File: src/rtl/trq_pkg.sv
// trq_pkg: shared types and constants of the tcp retransmit queue
// no dependencies; used by the interfaces, all rtl modules and the checker
package trq_pkg;

	localparam int SEQ_W    = 32;
	localparam int LEN_W    = 16;
	localparam int HANDLE_W = 16;
	localparam int CNT_W    = 5;

	// request kinds
	typedef enum logic {
		CMD_PUSH = 1'b0,
		CMD_ACK  = 1'b1
	} cmd_kind_t;

	// result status codes
	typedef enum logic [2:0] {
		ST_PUSHED      = 3'd0,
		ST_FULL        = 3'd1,
		ST_NONCONTIG   = 3'd2,
		ST_ACK_OK      = 3'd3,
		ST_ACK_AT_HEAD = 3'd4,
		ST_OLD_ACK     = 3'd5,
		ST_EMPTY       = 3'd6
	} status_t;

	// controller states
	typedef enum logic [1:0] {
		S_IDLE,
		S_READ,
		S_CHECK
	} state_t;

	// one queued segment
	typedef struct packed {
		logic [SEQ_W-1:0]    start_seq;
		logic [SEQ_W-1:0]    end_seq;
		logic [LEN_W-1:0]    payload_len;
		logic [HANDLE_W-1:0] buf_handle;
	} entry_t;

	// controller to datapath commands
	typedef struct packed {
		logic    capture;
		logic    push;
		logic    set_status;
		status_t status;
		logic    rd;
		logic    pop;
		logic    timer_off;
		logic    finish;
	} ctl_t;

	// datapath to controller status
	typedef struct packed {
		logic full;
		logic noncontig;
		logic empty;
		logic old_ack;
		logic at_head;
		logic pop_ok;
		logic is_ack;
	} sts_t;

endpackage

File: src/rtl/trq_if.sv
// trq_req_if / trq_rsp_if: valid-ready channels of the retransmit queue
// depends on trq_pkg for field widths
interface trq_req_if;
	logic                          valid;
	logic                          ready;
	logic                          command;
	logic [trq_pkg::SEQ_W-1:0]    seg_start;
	logic [trq_pkg::SEQ_W-1:0]    seg_end;
	logic [trq_pkg::LEN_W-1:0]    seg_data_len;
	logic [trq_pkg::HANDLE_W-1:0] buffer_handle;
	logic [trq_pkg::SEQ_W-1:0]    ack_value;

	modport source (output valid, command, seg_start, seg_end, seg_data_len,
		buffer_handle, ack_value, input ready);
	modport sink (input valid, command, seg_start, seg_end, seg_data_len,
		buffer_handle, ack_value, output ready);
endinterface

interface trq_rsp_if;
	logic                          valid;
	logic                          ready;
	logic [2:0]                    status;
	logic [trq_pkg::CNT_W-1:0]    released_count;
	logic [trq_pkg::SEQ_W-1:0]    in_flight_bytes;
	logic                          timer_running;
	logic                          timer_started;
	logic                          head_valid;
	logic [trq_pkg::LEN_W-1:0]    head_len;
	logic [trq_pkg::HANDLE_W-1:0] head_buffer;
	logic [trq_pkg::CNT_W-1:0]    entry_count;

	modport source (output valid, status, released_count, in_flight_bytes,
		timer_running, timer_started, head_valid, head_len, head_buffer,
		entry_count, input ready);
	modport sink (input valid, status, released_count, in_flight_bytes,
		timer_running, timer_started, head_valid, head_len, head_buffer,
		entry_count, output ready);
endinterface

File: src/rtl/trq_datapath.sv
// trq_datapath: segment ring memory, pointers, byte and timer state, result register
// depends on trq_pkg; driven by trq_ctrl through ctl_t
module trq_datapath #(
	parameter int DEPTH = 16
) (
	input  logic                          clk,
	input  logic                          arst_n,
	input  trq_pkg::ctl_t                 ctl,
	output trq_pkg::sts_t                 sts,
	input  logic                          command,
	input  logic [trq_pkg::SEQ_W-1:0]    seg_start,
	input  logic [trq_pkg::SEQ_W-1:0]    seg_end,
	input  logic [trq_pkg::LEN_W-1:0]    seg_data_len,
	input  logic [trq_pkg::HANDLE_W-1:0] buffer_handle,
	input  logic [trq_pkg::SEQ_W-1:0]    ack_value,
	output logic [2:0]                    status,
	output logic [trq_pkg::CNT_W-1:0]    released_count,
	output logic [trq_pkg::SEQ_W-1:0]    in_flight_bytes,
	output logic                          timer_running,
	output logic                          timer_started,
	output logic                          head_valid,
	output logic [trq_pkg::LEN_W-1:0]    head_len,
	output logic [trq_pkg::HANDLE_W-1:0] head_buffer,
	output logic [trq_pkg::CNT_W-1:0]    entry_count
);
	localparam int AW = (DEPTH > 1) ? $clog2(DEPTH) : 1;
	localparam int CW = $clog2(DEPTH + 1);
	localparam logic [AW-1:0] LAST_IDX = AW'(DEPTH - 1);
	localparam logic [CW-1:0] FULL_CNT = CW'(DEPTH);

	trq_pkg::entry_t mem [DEPTH];
	trq_pkg::entry_t rd_q;

	logic [AW-1:0]               head_q, tail_q;
	logic [CW-1:0]               count_q, released_q;
	logic [trq_pkg::SEQ_W-1:0]  bytes_q, last_end_q, ack_q;
	logic                        timer_q, started_q, is_ack_q;
	trq_pkg::status_t            status_q, status_nxt;
	logic                        timer_nxt;
	logic [CW+trq_pkg::CNT_W-1:0] count_ext, released_ext;
	trq_pkg::entry_t             wr_entry;

	// flags for the controller
	assign sts.full      = (count_q == FULL_CNT);
	assign sts.noncontig = (count_q != '0) && (last_end_q != seg_start);
	assign sts.empty     = (count_q == '0);
	assign sts.old_ack   = (rd_q.start_seq > ack_q);
	assign sts.at_head   = (rd_q.start_seq == ack_q);
	assign sts.pop_ok    = (count_q != '0) && (rd_q.end_seq <= ack_q);
	assign sts.is_ack    = is_ack_q;

	assign wr_entry = '{start_seq: seg_start, end_seq: seg_end,
		payload_len: seg_data_len, buf_handle: buffer_handle};

	// segment ring write
	always_ff @(posedge clk) begin
		if (ctl.push) begin
			mem[tail_q] <= wr_entry;
		end
	end

	// registered head read
	always_ff @(posedge clk) begin
		if (ctl.rd) begin
			rd_q <= mem[head_q];
		end
	end

	// per-request operands
	always_ff @(posedge clk) begin
		if (ctl.capture) begin
			ack_q <= ack_value;
		end
	end

	assign status_nxt = ctl.set_status ? ctl.status : status_q;
	assign timer_nxt  = ctl.timer_off ? 1'b0 : timer_q;

	// queue state
	always_ff @(posedge clk or negedge arst_n) begin
		if (!arst_n) begin
			head_q     <= '0;
			tail_q     <= '0;
			count_q    <= '0;
			bytes_q    <= '0;
			timer_q    <= 1'b0;
			started_q  <= 1'b0;
			released_q <= '0;
			is_ack_q   <= 1'b0;
			status_q   <= trq_pkg::ST_PUSHED;
			last_end_q <= '0;
		end else begin
			// an accepted push starts a stopped timer
			if (ctl.capture) begin
				is_ack_q   <= (command == trq_pkg::CMD_ACK);
				started_q  <= ctl.push && !timer_q;
				released_q <= '0;
			end
			if (ctl.set_status) begin
				status_q <= ctl.status;
			end
			if (ctl.push) begin
				tail_q     <= (tail_q == LAST_IDX) ? '0 : tail_q + 1'b1;
				count_q    <= count_q + 1'b1;
				bytes_q    <= bytes_q + (seg_end - seg_start);
				last_end_q <= seg_end;
				timer_q    <= 1'b1;
			end
			if (ctl.pop) begin
				head_q     <= (head_q == LAST_IDX) ? '0 : head_q + 1'b1;
				count_q    <= count_q - 1'b1;
				bytes_q    <= bytes_q - (rd_q.end_seq - rd_q.start_seq);
				released_q <= released_q + 1'b1;
			end
			if (ctl.timer_off) begin
				timer_q <= 1'b0;
			end
		end
	end

	assign count_ext    = {{trq_pkg::CNT_W{1'b0}}, count_q};
	assign released_ext = {{trq_pkg::CNT_W{1'b0}}, released_q};

	// result register
	always_ff @(posedge clk) begin
		if (ctl.finish) begin
			status          <= status_nxt;
			released_count  <= released_ext[trq_pkg::CNT_W-1:0];
			in_flight_bytes <= bytes_q;
			timer_running   <= timer_nxt;
			timer_started   <= started_q;
			head_valid      <= (count_q != '0);
			head_len        <= (count_q != '0) ? rd_q.payload_len : '0;
			head_buffer     <= (count_q != '0) ? rd_q.buf_handle : '0;
			entry_count     <= count_ext[trq_pkg::CNT_W-1:0];
		end
	end

endmodule

File: src/rtl/trq_ctrl.sv
// trq_ctrl: request sequencer of the retransmit queue and result valid flag
// depends on trq_pkg; drives trq_datapath through ctl_t
module trq_ctrl (
	input  logic           clk,
	input  logic           arst_n,
	input  logic           req_valid,
	input  logic           req_command,
	output logic           req_ready,
	output logic           rsp_valid,
	input  logic           rsp_ready,
	input  trq_pkg::sts_t  sts,
	output trq_pkg::ctl_t  ctl
);
	trq_pkg::state_t state_q, state_nxt;
	logic            first_q, rsp_valid_q, out_free, done;

	assign out_free  = !rsp_valid_q || rsp_ready;
	assign rsp_valid = rsp_valid_q;

	// state register and result flag
	always_ff @(posedge clk or negedge arst_n) begin
		if (!arst_n) begin
			state_q     <= trq_pkg::S_IDLE;
			first_q     <= 1'b0;
			rsp_valid_q <= 1'b0;
		end else begin
			state_q <= state_nxt;
			if (ctl.capture) begin
				first_q <= 1'b1;
			end else if (state_q == trq_pkg::S_CHECK && state_nxt != trq_pkg::S_CHECK) begin
				first_q <= 1'b0;
			end
			if (ctl.finish) begin
				rsp_valid_q <= 1'b1;
			end else if (rsp_ready) begin
				rsp_valid_q <= 1'b0;
			end
		end
	end

	// next state and commands
	always_comb begin
		state_nxt = state_q;
		ctl       = '0;
		req_ready = 1'b0;
		done      = 1'b0;
		case (state_q)
			trq_pkg::S_IDLE: begin
				req_ready = 1'b1;
				if (req_valid) begin
					ctl.capture = 1'b1;
					state_nxt   = trq_pkg::S_READ;
					if (req_command == trq_pkg::CMD_PUSH) begin
						ctl.set_status = 1'b1;
						if (sts.full) begin
							ctl.status = trq_pkg::ST_FULL;
						end else if (sts.noncontig) begin
							ctl.status = trq_pkg::ST_NONCONTIG;
						end else begin
							ctl.status = trq_pkg::ST_PUSHED;
							ctl.push   = 1'b1;
						end
					end
				end
			end
			trq_pkg::S_READ: begin
				ctl.rd    = 1'b1;
				state_nxt = trq_pkg::S_CHECK;
			end
			trq_pkg::S_CHECK: begin
				if (!sts.is_ack) begin
					done = 1'b1;
				end else if (first_q && sts.empty) begin
					ctl.set_status = 1'b1;
					ctl.status     = trq_pkg::ST_EMPTY;
					done           = 1'b1;
				end else if (first_q && sts.old_ack) begin
					ctl.set_status = 1'b1;
					ctl.status     = trq_pkg::ST_OLD_ACK;
					done           = 1'b1;
				end else begin
					// classify on the first look, then release one head entry per pass
					if (first_q) begin
						ctl.set_status = 1'b1;
						ctl.status     = sts.at_head ? trq_pkg::ST_ACK_AT_HEAD
							: trq_pkg::ST_ACK_OK;
					end
					if (sts.pop_ok) begin
						ctl.pop   = 1'b1;
						state_nxt = trq_pkg::S_READ;
					end else begin
						done = 1'b1;
					end
				end
				// commit the result once the output register is free
				if (done && out_free) begin
					ctl.finish    = 1'b1;
					ctl.timer_off = sts.is_ack && !first_q && sts.empty;
					state_nxt     = trq_pkg::S_IDLE;
				end
			end
			default: begin
				state_nxt = trq_pkg::S_IDLE;
			end
		endcase
	end

endmodule

File: src/rtl/tcp_retransmit_queue.sv
// a push or rejected request is accepted in S_IDLE, then S_READ and S_CHECK give its result;
// an ack repeats S_READ and S_CHECK for each released entry (up to DEPTH of them), since each
// release is one registered read of the segment ring memory plus one compare
// requests are taken only in S_IDLE, once the last result is committed; a stalled result waits
// arst_n clears pointers, count, bytes in flight and timer; ring contents are not reset
// tcp_retransmit_queue: top level, joins trq_ctrl and trq_datapath; depends on trq_pkg, trq_if
module tcp_retransmit_queue #(
	parameter int DEPTH = 16
) (
	input  logic        clk,
	input  logic        arst_n,
	trq_req_if.sink     req,
	trq_rsp_if.source   rsp
);
	trq_pkg::ctl_t ctl;
	trq_pkg::sts_t sts;

	// sequencer
	trq_ctrl u_ctrl (
		.clk         (clk),
		.arst_n      (arst_n),
		.req_valid   (req.valid),
		.req_command (req.command),
		.req_ready   (req.ready),
		.rsp_valid   (rsp.valid),
		.rsp_ready   (rsp.ready),
		.sts         (sts),
		.ctl         (ctl)
	);

	// queue storage and arithmetic
	trq_datapath #(
		.DEPTH (DEPTH)
	) u_datapath (
		.clk             (clk),
		.arst_n          (arst_n),
		.ctl             (ctl),
		.sts             (sts),
		.command         (req.command),
		.seg_start       (req.seg_start),
		.seg_end         (req.seg_end),
		.seg_data_len    (req.seg_data_len),
		.buffer_handle   (req.buffer_handle),
		.ack_value       (req.ack_value),
		.status          (rsp.status),
		.released_count  (rsp.released_count),
		.in_flight_bytes (rsp.in_flight_bytes),
		.timer_running   (rsp.timer_running),
		.timer_started   (rsp.timer_started),
		.head_valid      (rsp.head_valid),
		.head_len        (rsp.head_len),
		.head_buffer     (rsp.head_buffer),
		.entry_count     (rsp.entry_count)
	);

endmodule

File: src/flat_wrapper.sv
// flat-port wrapper written by rule: the top's interface ports become plain ports
module tcp_retransmit_queue_flat 
#(
	parameter int DEPTH = 16
)
  (clk, arst_n, req_valid, req_command, req_seg_start, req_seg_end, req_seg_data_len, req_buffer_handle, req_ack_value, req_ready, rsp_valid, rsp_status, rsp_released_count, rsp_in_flight_bytes, rsp_timer_running, rsp_timer_started, rsp_head_valid, rsp_head_len, rsp_head_buffer, rsp_entry_count, rsp_ready);
  trq_req_if req_i ();
  trq_rsp_if rsp_i ();
  input  logic clk;
  input  logic arst_n;
  input wire logic [$bits(req_i.valid)-1:0] req_valid;
  input wire logic [$bits(req_i.command)-1:0] req_command;
  input wire logic [$bits(req_i.seg_start)-1:0] req_seg_start;
  input wire logic [$bits(req_i.seg_end)-1:0] req_seg_end;
  input wire logic [$bits(req_i.seg_data_len)-1:0] req_seg_data_len;
  input wire logic [$bits(req_i.buffer_handle)-1:0] req_buffer_handle;
  input wire logic [$bits(req_i.ack_value)-1:0] req_ack_value;
  output wire logic [$bits(req_i.ready)-1:0] req_ready;
  output wire logic [$bits(rsp_i.valid)-1:0] rsp_valid;
  output wire logic [$bits(rsp_i.status)-1:0] rsp_status;
  output wire logic [$bits(rsp_i.released_count)-1:0] rsp_released_count;
  output wire logic [$bits(rsp_i.in_flight_bytes)-1:0] rsp_in_flight_bytes;
  output wire logic [$bits(rsp_i.timer_running)-1:0] rsp_timer_running;
  output wire logic [$bits(rsp_i.timer_started)-1:0] rsp_timer_started;
  output wire logic [$bits(rsp_i.head_valid)-1:0] rsp_head_valid;
  output wire logic [$bits(rsp_i.head_len)-1:0] rsp_head_len;
  output wire logic [$bits(rsp_i.head_buffer)-1:0] rsp_head_buffer;
  output wire logic [$bits(rsp_i.entry_count)-1:0] rsp_entry_count;
  input wire logic [$bits(rsp_i.ready)-1:0] rsp_ready;
  assign req_i.valid = req_valid;
  assign req_i.command = req_command;
  assign req_i.seg_start = req_seg_start;
  assign req_i.seg_end = req_seg_end;
  assign req_i.seg_data_len = req_seg_data_len;
  assign req_i.buffer_handle = req_buffer_handle;
  assign req_i.ack_value = req_ack_value;
  assign req_ready = req_i.ready;
  assign rsp_valid = rsp_i.valid;
  assign rsp_status = rsp_i.status;
  assign rsp_released_count = rsp_i.released_count;
  assign rsp_in_flight_bytes = rsp_i.in_flight_bytes;
  assign rsp_timer_running = rsp_i.timer_running;
  assign rsp_timer_started = rsp_i.timer_started;
  assign rsp_head_valid = rsp_i.head_valid;
  assign rsp_head_len = rsp_i.head_len;
  assign rsp_head_buffer = rsp_i.head_buffer;
  assign rsp_entry_count = rsp_i.entry_count;
  assign rsp_i.ready = rsp_ready;
  tcp_retransmit_queue #(.DEPTH(DEPTH)) u_core (.clk(clk), .arst_n(arst_n), .req(req_i), .rsp(rsp_i));
endmodule
File: config.mk
export PLATFORM = sky130hd
export DESIGN_NAME = tcp_retransmit_queue_flat
export DESIGN_NICKNAME = d
export VERILOG_FILES = /design/src/rtl/trq_pkg.sv /design/src/rtl/trq_if.sv /design/src/rtl/trq_datapath.sv /design/src/rtl/trq_ctrl.sv /design/src/rtl/tcp_retransmit_queue.sv /design/src/flat_wrapper.sv
export SDC_FILE = /design/constraint.sdc
export NUM_CORES = 2
export LEC_CHECK = 0
export BUFFER_PORTS_ARGS = -buffer_cell sky130_fd_sc_hd__buf_2
export CORE_UTILIZATION = 40
export CTS_CLUSTER_SIZE = 16
export DETAILED_ROUTE_END_ITERATION = 6
export PLACE_DENSITY = 0.52
export SLEW_MARGIN = 20
export SYNTH_ARGS = -nofsm -noshare
export SYNTH_HDL_FRONTEND = slang
export SYNTH_SLANG_ARGS = --single-unit
File: constraint.sdc
create_clock -name clk -period 10.12 [get_ports clk]
set_clock_uncertainty 0.15 [all_clocks]
set_input_delay 2.024 -clock clk [delete_from_list [all_inputs] [get_ports clk]]
set_output_delay 2.024 -clock clk [all_outputs]
set_load 0.005 [all_outputs]
==> results.json <==
{
  "p_leak_nw": 28.7,
  "hpwl_mm": 116,
  "worst_r2r_startpoint": "u_core.u_datapath.last_end_q[29]$_DFFE_PN0P_",
  "antenna_violating_nets_post_route": 0,
  "internal_power_consumption_mw": 16.2,
  "postSynth.topFlopCell": "sky130_fd_sc_hd__edfxtp_1",
  "post_cts_resize_count": 0,
  "result_of_the_run": "complete, no violations",
  "route.detailed.drc": 0,
  "core_area_mm2": 0.185,
  "io_pins": 215,
  "postLayoutCellArea_mm2": 0.0855,
  "drive_above_1_share": 0.255,
  "grt_max_degree": 102,
  "floorplan.die.height_um": 434,
  "cts-hold-fix-buffers": 0,
  "ctsRootBufferMaster": "sky130_fd_sc_hd__clkbuf_16",
  "area_growth_pct": 14.7,
  "total_power_mw": 23.7,
  "post_drt_wl_per_cell_um": 28.9,
  "regToRegSetupSlack_ps": 4560,
  "synth_enable_flop_cells": 1744,
  "globalplace.congestion": 0.842,
  "max_clock_freq_ghz": 0.150,
  "unrepaired_setup_endpoints_after_global_routing": "false",
  "clock_power_share": 0.301,
  "globalRoute.busiestLayer": "met2",
  "slew-limit-headroom": 0.249,
  "cts_made_buffers": 191,
  "synth_cell_type_count": 62,
  "drtPass1Iterations": 5,
  "grt-ovfl-total": 0,
  "first_iter_violations": 3445,
  "grt_pass1_vias": 36800,
  "total_of_endpoints_with_negative_setup_slack_in_the_final_report": 0,
  "power-per-cell-area_mw_per_mm2": 278,
  "globalRouteMet1Util": 0.297,
  "data_arrival_critical_path_ps": 6950,
  "vias": 36000,
  "antenna_found_initial": 35,
  "grt.total_usage": 0.207,
  "post_dp_cell_area_mm2": 0.0790,
  "syn_nets": 3996,
  "finalSetupTns_ps": 0,
  "grt_first_pass_wirelength_mm": 274,
  "final_hold_violating_endpoints": 0,
  "min_to": "u_core.u_datapath.in_flight_bytes[0]$_DFFE_PP_",
  "tritoncts": "done",
  "tritoncts_num_sinks": 1836,
  "cts-root-to-sink-buffers": 3,
  "port-buffer-count": 214,
  "min_period_over_period": 0.657,
  "worst_reg_to_reg_cells": 9,
  "groute.layer.met3.usage": 0.0411,
  "critical_path.reg2reg.endpoint": "u_core.u_datapath.mem[7][36]$_DFFE_PP_",
  "netlist_instances": 3663,
  "utilization": 0.461,
  "die-area_mm2": 0.188,
  "row_count": 158,
  "net-switching-power_mw": 7.50,
  "required_ps": 10420,
  "worstHoldPathType": "flop to flop",
  "initial_utilization": 0.402,
  "syn_area_per_cell_um2": 20.3,
  "synth_sequential_area_ratio": 0.734,
  "postCtsSetupBuffers": 0,
  "cp-start-kind": "primary input",
  "max-vdd-ir-drop_v": 0.000142,
  "clk_pin_slew_worst_paths_ps": 60,
  "hold_depth": 0,
  "switching_share": 0.316,
  "vias_per_cell": 5.42,
  "criticalPathCategory": "primary input to flop",
  "clkLatencyLatePin_ps": 840,
  "combPwrFrac": 0.301,
  "yosys_warnings": 0,
  "met2_usage": 0.324,
  "synth.ff_latch_count": 1836,
  "multiInputGateArea_mm2": 0.0185,
  "register_area_mm2": 0.0547,
  "layout_min_cycle_time_ps": 6650,
  "htree_num_levels": 4,
  "drv_cap": 0,
  "die_width_um": 434,
  "report.final.slew_viol_count": 0,
  "worst_setup_path_end_kind": "flop",
  "hold_path_startpoint": "u_core.u_datapath.bytes_q[0]$_DFFE_PN0P_",
  "final_nets": 4324,
  "wl_mm": 192,
  "worstMarginPinSlew_ps": 1130,
  "fillers": 15600,
  "async_flop_share": 0.0501,
  "peak_fanout_along_the_critical_path": 30,
  "mappedNetlistArea_mm2": 0.0745,
  "share_of_total_power_in_sequential_cells": 0.398
}
## final cells by class
class	instances	share of cell area
Sequential cell	1836	0.640
Tap cell	2480	0.0363
Antenna cell	9	0.000264
Clock inverter	114	0.0154
Inverter	266	0.0117
Timing Repair Buffer	272	0.0203
Multi-Input combinational cell	1424	0.217
Clock buffer	242	0.0595
## critical path, cell delays in order
cell                      delay (ps)
sky130_fd_sc_hd__buf_2           290
sky130_fd_sc_hd__xor2_1          180
sky130_fd_sc_hd__nor4_1          550
sky130_fd_sc_hd__nand4_1         190
sky130_fd_sc_hd__o21ai_1         590
sky130_fd_sc_hd__nand3_4         570
sky130_fd_sc_hd__inv_2           680
sky130_fd_sc_hd__nand2_1         360
sky130_fd_sc_hd__nor2_4          870
sky130_fd_sc_hd__buf_4           530
## Yosys cell counts, drive strengths merged (5+ instances only)
| cell | count | area [um2] |
|---|---|---|
| nor2 | 48 | 180 |
| buf | 45 | 175 |
| o21bai | 6 | 45.0 |
| xor2 | 66 | 578 |
| edfxtp | 1744 | 52400 |
| o21a | 10 | 75.1 |
| a31oi | 8 | 50.1 |
| o31ai | 5 | 42.5 |
| nor3 | 14 | 70.1 |
| fa | 63 | 1260 |
| a221o | 7 | 70.1 |
| nand2b | 13 | 81.3 |
| and2 | 39 | 244 |
| nand2 | 112 | 420 |
| mux4 | 480 | 10800 |
| xnor2 | 33 | 289 |
| a211oi | 14 | 115 |
| ha | 137 | 1710 |
| a22oi | 5 | 37.5 |
| a21o | 51 | 383 |
| clkbuf | 92 | 345 |
| nand3 | 21 | 105 |
| a21oi | 71 | 355 |
| o21ai | 97 | 489 |
| nand4 | 19 | 119 |
| o211ai | 6 | 50.1 |
| nor2b | 11 | 68.8 |
| inv | 266 | 998 |
| nor4 | 12 | 75.1 |
| dfrtp | 92 | 2300 |
| o221ai | 19 | 166 |
| o31a | 5 | 43.8 |
| and3 | 9 | 56.3 |
## flip-flops by register name, indices dropped and copies added, names as in the netlist, 2 cells and up
name                               cells
u_core.u_ctrl.state_q                  2
u_core.u_datapath.ack_q               32
u_core.u_datapath.bytes_q             32
u_core.u_datapath.count_q              5
u_core.u_datapath.entry_count          5
u_core.u_datapath.head_buffer         16
u_core.u_datapath.head_len            16
u_core.u_datapath.head_q               4
u_core.u_datapath.in_flight_bytes     32
u_core.u_datapath.last_end_q          32
u_core.u_datapath.mem               1536
u_core.u_datapath.rd_q                96
u_core.u_datapath.released_count       5
u_core.u_datapath.released_q           5
u_core.u_datapath.status               3
u_core.u_datapath.status_q             3
u_core.u_datapath.tail_q               4
## worst max path at each step
stage	slack, ps	cells past startpoint	from	endpoint
2_1_floorplan	1930	9	req_seg_start[31]	u_core.u_datapath.mem[7][0]$_DFFE_PP_
3_3_place_gp	2500	10	req_seg_start[29]	u_core.u_datapath.mem[7][31]$_DFFE_PP_
3_5_place_dp	2480	10	req_seg_start[7]	u_core.u_datapath.mem[7][31]$_DFFE_PP_
4_1_cts	3370	10	req_seg_start[7]	u_core.u_datapath.mem[7][34]$_DFFE_PP_
5_1_grt	3210	10	req_seg_start[7]	u_core.u_datapath.mem[7][34]$_DFFE_PP_
6_report	3470	10	req_seg_start[29]	u_core.u_datapath.mem[7][36]$_DFFE_PP_
## power groups by stage
stage	combinational (mW)	clock (mW)	sequential [mW]
after detailed placement	7.21	0	9.62
final	7.16	7.14	9.45
after global routing	7.84	7.58	9.52
after CTS	7.25	7.31	9.47
after global placement	7.24	0	9.62
after floorplan	5.06	0	9.39
## metal layers
layer	share of wire	vias to the layer above
met5	0.00028	-
met4	0.022	8
met3	0.059	251
met2	0.48	975
met1	0.44	19300
li1	-	15400
## logic make-up after synthesis
kind of cell    Yosys count  share of synthesized area
compound gates          323                     0.0279
xor+xnor                 99                     0.0116
fa+ha+maj               200                     0.0399
buf+inv                 403                     0.0204
flops                  1836                      0.734
mux                     485                      0.146
simple gates            317                     0.0209
## through the flow
step                      cells  hold slack (ps)  setup slack [ps]
after detailed placement   6278              292              2480
after CTS                  6634              306              3370
after global placement     6278              288              2500
after floorplan            3663              275              1930
final                      6643              301              3470
after global routing       6637              316              3210
## cells in the final DEF (no fill, tap or decap), types with 51 or more instances in the layout
master,count
sky130_fd_sc_hd__a21o_1,51
sky130_fd_sc_hd__a21oi_1,71
sky130_fd_sc_hd__buf_2,213
sky130_fd_sc_hd__clkbuf_16,193
sky130_fd_sc_hd__dfrtp_1,88
sky130_fd_sc_hd__edfxtp_1,1744
sky130_fd_sc_hd__fa_1,63
sky130_fd_sc_hd__ha_1,137
sky130_fd_sc_hd__inv_1,262
sky130_fd_sc_hd__mux4_2,480
sky130_fd_sc_hd__nand2_1,112
sky130_fd_sc_hd__o21ai_0,64
sky130_fd_sc_hd__xor2_1,66
No activity file was read; power rests on OpenSTA's default activity.
